### config.mk
export PLATFORM = sky130hd
export DESIGN_NAME = ippm_div_cell
export DESIGN_NICKNAME = d
export VERILOG_FILES = /design/src/ippm_pkg.sv /design/src/ippm_div_cell.sv
export SDC_FILE = /design/constraint.sdc
export NUM_CORES = 1
export LEC_CHECK = 0
export BUFFER_PORTS_ARGS = -buffer_cell sky130_fd_sc_hd__buf_2
export CAP_MARGIN = 20
export CELL_PAD_IN_SITES_DETAIL_PLACEMENT = 2
export CELL_PAD_IN_SITES_GLOBAL_PLACEMENT = 2
export CORE_ASPECT_RATIO = 1.75
export CORE_MARGIN = 2
export CORE_UTILIZATION = 30
export DETAILED_ROUTE_END_ITERATION = 6
export PLACE_DENSITY_LB_ADDON = 0.05
export SYNTH_ARGS = -nofsm -noshare
export SYNTH_HDL_FRONTEND = slang
export SYNTH_SLANG_ARGS = --single-unit
### constraint.sdc
create_clock -name i_clk -period 4.6 [get_ports i_clk]
set_input_delay 0.46 -clock i_clk [delete_from_list [all_inputs] [get_ports i_clk]]
set_output_delay 0.46 -clock i_clk [all_outputs]
set_load 0.02 [all_outputs]
### src/ippm_pkg.sv
// ----------------------------------------------------------------------------
// ippm_pkg
// Shared types and constants for the inverse perspective pixel map.
// ----------------------------------------------------------------------------
`timescale 1ns / 1ps
`default_nettype none

package ippm_pkg;

    localparam int COORD_BITS = 16;
    localparam int SHIFT_W    = $clog2(COORD_BITS);
    localparam int PROD_W     = 49;   // 32-bit signed times 17-bit signed
    localparam int SUM_W      = 51;   // three-term row sum
    localparam int NUM_W      = 60;   // 2*64*X + W
    localparam int DEN_W      = 52;   // 2*|W|
    localparam int REM_W      = DEN_W + COORD_BITS;

    // Register indexes of the configuration port
    localparam logic [3:0] CFG_ROW0_LIN = 4'd0;
    localparam logic [3:0] CFG_ROW0_OFF = 4'd1;
    localparam logic [3:0] CFG_ROW1_LIN = 4'd2;
    localparam logic [3:0] CFG_ROW1_OFF = 4'd3;
    localparam logic [3:0] CFG_ROW2_LIN = 4'd4;
    localparam logic [3:0] CFG_ROW2_OFF = 4'd5;
    localparam logic [3:0] CFG_SRC_W    = 4'd6;
    localparam logic [3:0] CFG_SRC_H    = 4'd7;

    typedef struct packed {
        logic [63:0] row0_lin;
        logic [47:0] row0_off;
        logic [63:0] row1_lin;
        logic [47:0] row1_off;
        logic [63:0] row2_lin;
        logic [31:0] row2_off;
        logic [15:0] src_w;
        logic [15:0] src_h;
    } t_cfg;

    // Payload handed from cell to cell of the divider row
    typedef struct packed {
        logic                  ok;
        logic [REM_W-1:0]      rem_x;
        logic [REM_W-1:0]      rem_y;
        logic [DEN_W-1:0]      den;
        logic [COORD_BITS-1:0] q_x;
        logic [COORD_BITS-1:0] q_y;
    } t_cell;

endpackage

`default_nettype wire

### src/ippm_div_cell.sv
// ----------------------------------------------------------------------------
// ippm_div_cell
// One restoring division step for both axes: one quotient bit per cell.
// ----------------------------------------------------------------------------
`timescale 1ns / 1ps
`default_nettype none

module ippm_div_cell (
    input  wire logic                         i_clk,
    input  wire logic                         i_rst_n,
    input  wire logic                         i_en,
    input  wire logic [ippm_pkg::SHIFT_W-1:0] i_shift,
    input  wire logic                         i_vld,
    input  wire ippm_pkg::t_cell              i_d,
    output logic                              o_vld,
    output ippm_pkg::t_cell                   o_d
);
    import ippm_pkg::*;

    logic       r_vld;
    t_cell      r_d;
    t_cell      n_d;
    logic [REM_W-1:0] s_dsh;
    logic       s_gx, s_gy;

    always_comb begin
        s_dsh = REM_W'(i_d.den) << i_shift;
        s_gx  = i_d.rem_x >= s_dsh;
        s_gy  = i_d.rem_y >= s_dsh;
        n_d       = i_d;
        n_d.rem_x = s_gx ? i_d.rem_x - s_dsh : i_d.rem_x;
        n_d.rem_y = s_gy ? i_d.rem_y - s_dsh : i_d.rem_y;
        n_d.q_x   = {i_d.q_x[COORD_BITS-2:0], s_gx};
        n_d.q_y   = {i_d.q_y[COORD_BITS-2:0], s_gy};
    end

    always_ff @(posedge i_clk) begin
        if (!i_rst_n) begin
            r_vld <= 1'b0;
        end else if (i_en) begin
            r_vld <= i_vld;
        end
    end

    always_ff @(posedge i_clk) begin
        if (i_en) begin
            r_d <= n_d;
        end
    end

    assign o_vld = r_vld;
    assign o_d   = r_d;

endmodule

`default_nettype wire

==> impl_results.md <==
- Per-cell routed wire length: 25.1 um
- Share of the synthesized area in the top cell type: 0.349
- Synthesized instance count: ~2,100
- Vias in the first global route: approximately 24,000
- HPWL after detailed placement: between 80 and 90 mm
- # setup viols final: 0
- Multi-input gate area: 11,700 um2
- Placer Congestion: 0.906
- Clk pwr share: 0.205
- Register bit total from synthesis: 222
- CTS max path bufs: 3
- Sequential power share: 0.280
- Peak supply drop: 0.292 mV
- F_max: 222 MHz
- Vias per inst: 5.33
- Max_slew headroom: 0.471
- Area Growth Syn to Fin: 46.8%
- PwrDens: approximately 360 nW/um2
- Setup TNS: 0 ns
- Initial DRC Count: 760
- Skew final: 0 ns
- Final wirelength: 99.4 mm
- Largest net degree at the start of global routing: 95
- DP Cell Count: about 4,000
- Hold wc startpoint: i_d[21]
- Worst Path Buf+Inv: 6
- CP startpoint kind: input port
- Ratio of cells with drive above 1 in the final layout: 0.406
- Internal cell power: 6.04 mW
- Synth Area per Inst: 8.97 um2
- GRT Util Overall: 0.295
- Synth area leader: edfxtp_1
- Seq. cell area: 6660 um2
- Post-Layout Cell Count: 3,960
- Mapped Area: 19,000 um2
- DIE AREA: 65,500 um2
- FP Rows: approximately 120
- Total CTS buffers: 25
- Switch share: 0.397
- Post-synth EDFFs: 221
- Status: complete, no violations
- IO Count: between 400 and 500
- Core area: 62,900 um2
- DIE WIDTH: 194 um
- Synth Warn #: 0
- Worst slew pin tran: just under 0.8 ns
- Max-cap violations: 0
- Sw Pwr: 3.97 mW
- Total gr overflow: 0
- Final Max Tran Viols: 0
- Critical path arrival: 4.83 ns
- DRC violations left: 0
- RSZ-0062 raised after global routing: yes
- Gate power share: 0.515
- Crit-path slowest cell: mux4_2
- WS Path Type: in -> reg
- First-pass GRT wire length: 146 mm
- Initial Util: 0.302
- Worst-path maximum fanout: 15
- CTS H-tree depth: 1
- Synth cell types: 89
- Port-buffer cells: about 450
- Reg2Reg Setup Slack: 4.01 ns
- Top delay family on crit path: compound AO/OA/AOI/OAI gates
- CTS tree: yes
- Leakage: 12.8 nW
- Critical R2R Launch: o_vld
- Final Critical Period: between 4 and 5 ns
- Fillers: ~7,100
- Register area share after synthesis: 0.350
- CP cell instances: buf_4 -> buf_12 -> mux4_2 -> mux2i_2 -> buf_4 -> nand2_1 -> o21ai_0 -> buf_4 -> ha_1 -> a21o_1 -> o21bai_1 -> a221oi_2 -> nor2b_1 -> o211ai_1 -> buf_4 -> a211o_1 -> a41oi_1 -> buf_4 -> a211o_1 -> a221o_1
- Ys async rst share: 0
- DR pass1 iterations: 5
- Area contributors post-synth: edfxtp_1 35%, ha_1 8.8%, a21oi_1 6.2%
- CP Data Required Time: approximately 4.9 ns
- Final Cell Area: about 28,000 um2
- Synth Net Count: 2,483
- Clock Root Buffer: clkbuf_16
- Fin crit share: 0.980
- Max incr delay on CP: 0.57 ns
- Hold Fails Final Rpt: 0
- Nets: 3,491
- Antenna violations before repair: 22
- Most common cell on crit path: buf_4
- Die Y: roughly 340 um
- CTS Sinks: 222
- ANT nets after route: 0
- DP Area: 26,700 um2
- Worst Setup SP: i_shift[0]
- Worst skew pair latency: approximately 0.58 ns
- Hold WC Path Type: in -> reg
- Hold Buf Count CTS: 0
- Top_reg_cell synth: edfxtp_1
- Crit. End Element: flop
- Worst-path clk slew: 0.07 ns
- Routed vias: 21,100
[cells by family (layout without fill, tap and decap cells)]
logic type	count (synthesis)	after routing	synth area share
adders and majority gates	136	136	0.0903
other	0	10	0
AOI/OAI and AO/OA	679	679	0.220
DFF	222	222	0.350
buffers and inverters	197	1223	0.0463
muxes	96	96	0.0754
and+or+nand+nor	662	662	0.160
xor gates and xnor gates	126	126	0.0581
[final timing paths]
path         cells after the start  endpoint
min reg2reg                      2     o_vld
min                              1   o_d[22]
max reg2reg                      2     o_vld
max                             20  o_d[150]
[power by group through the flow]
stage / combinational (mW) / clock (mW) / sequential, mW
3_5_place_dp: 5.06 / 0 / 2.84
2_1_floorplan: 2.08 / 0 / 3.23
4_1_cts: 5.10 / 2.11 / 2.81
6_report: 5.15 / 2.05 / 2.80
3_3_place_gp: 4.90 / 0 / 2.83
5_1_grt: 5.55 / 2.17 / 2.83
[metrics by stage]
step	utilization	hold WS [ns]	setup WS [ns]	power, mW
2_1_floorplan	-	0.559	0.00557	5.31
3_3_place_gp	0.425	0.496	-0.589	7.72
3_5_place_dp	0.425	0.505	-0.836	7.90
4_1_cts	0.438	0.0132	0.000558	10.0
5_1_grt	0.444	0.0321	-0.123	10.6
6_report	0.444	0.0387	0.0908	10.0
[worst reg2reg max path, delay by kind of cell (launching register included)]
family / cells / cell delay [ns]
flip-flops: 1 / 0.31
multiplexers: 1 / 0.12
AND/OR/NAND/NOR: 1 / 0.06
[placed cells by master, fill, tap and decap left out, drive strengths merged, types with 10 or more instances in the layout]
cell type / synthesis / final
nor2: 162 / 162
a21boi: 12 / 12
o21ai: 187 / 187
inv: 68 / 72
xor2: 55 / 55
nand2b: 12 / 12
nor3: 22 / 22
a21o: 83 / 83
nand3: 42 / 42
o21a: 10 / 10
mux4: 35 / 35
diode: 0 / 10
o211ai: 14 / 14
a21oi: 235 / 235
nand4: 42 / 42
and3: 36 / 36
a211oi: 17 / 17
edfxtp: 221 / 221
clkbuf: 70 / 30
nor2b: 17 / 17
nand2: 271 / 271
ha: 134 / 134
o21bai: 22 / 22
or2: 10 / 10
xnor2: 71 / 71
mux2i: 34 / 34
and2: 15 / 15
buf: 59 / 1109
mux2: 27 / 27
a31oi: 35 / 35
[synth_stat cells, types with 14 or more instances]
cell type and instances:
a211oi_1 14, a21o_1 83, a21oi_1 235, a31oi_1 31, and2_1 15, and3_1 36, buf_1 14, buf_2 24
clkbuf_1 68, edfxtp_1 221, ha_1 134, inv_1 67, mux2_2 20, mux2i_1 34, mux4_2 35, nand2_1 271
nand3_1 42, nand4_1 41, nor2_1 162, nor2b_1 17, nor3_1 22, o211ai_1 14, o21ai_0 176, o21bai_1 22
xnor2_1 71, xor2_1 55
[metal layers]
| metal | wire [um] | track usage | up-vias |
|---|---|---|---|
| li1 | - | - | 9880 |
| met1 | 31900 | 0.262 | 10400 |
| met2 | 54800 | 0.585 | 566 |
| met3 | 3810 | 0.0443 | 267 |
| met4 | 8770 | 0.227 | 18 |
| met5 | 123 | 0 | - |
[sequential cells by signal, summed over array words and instances, names as in the netlist]
name,cells
o_d,221
o_vld,1
[cell type report]
| type | instances | area share |
|---|---|---|
| Inverter | 68 | 0.00915 |
| Timing Repair Buffer | 1110 | 0.267 |
| Tap cell | 806 | 0.0361 |
| Clock inverter | 16 | 0.00538 |
| Multi-Input combinational cell | 1699 | 0.420 |
| Clock buffer | 29 | 0.0230 |
| Antenna cell | 10 | 0.000897 |
| Sequential cell | 222 | 0.239 |
[repair_timing]
item                                    4_1_cts  5_1_grt
pin swaps                                     1       12
gates resized for setup                       7       59
endpoints found under the setup margin       62      136
buffers inserted                              0       10
gates cloned                                  0        1
Note: power is estimated with default switching activity, not from simulation.
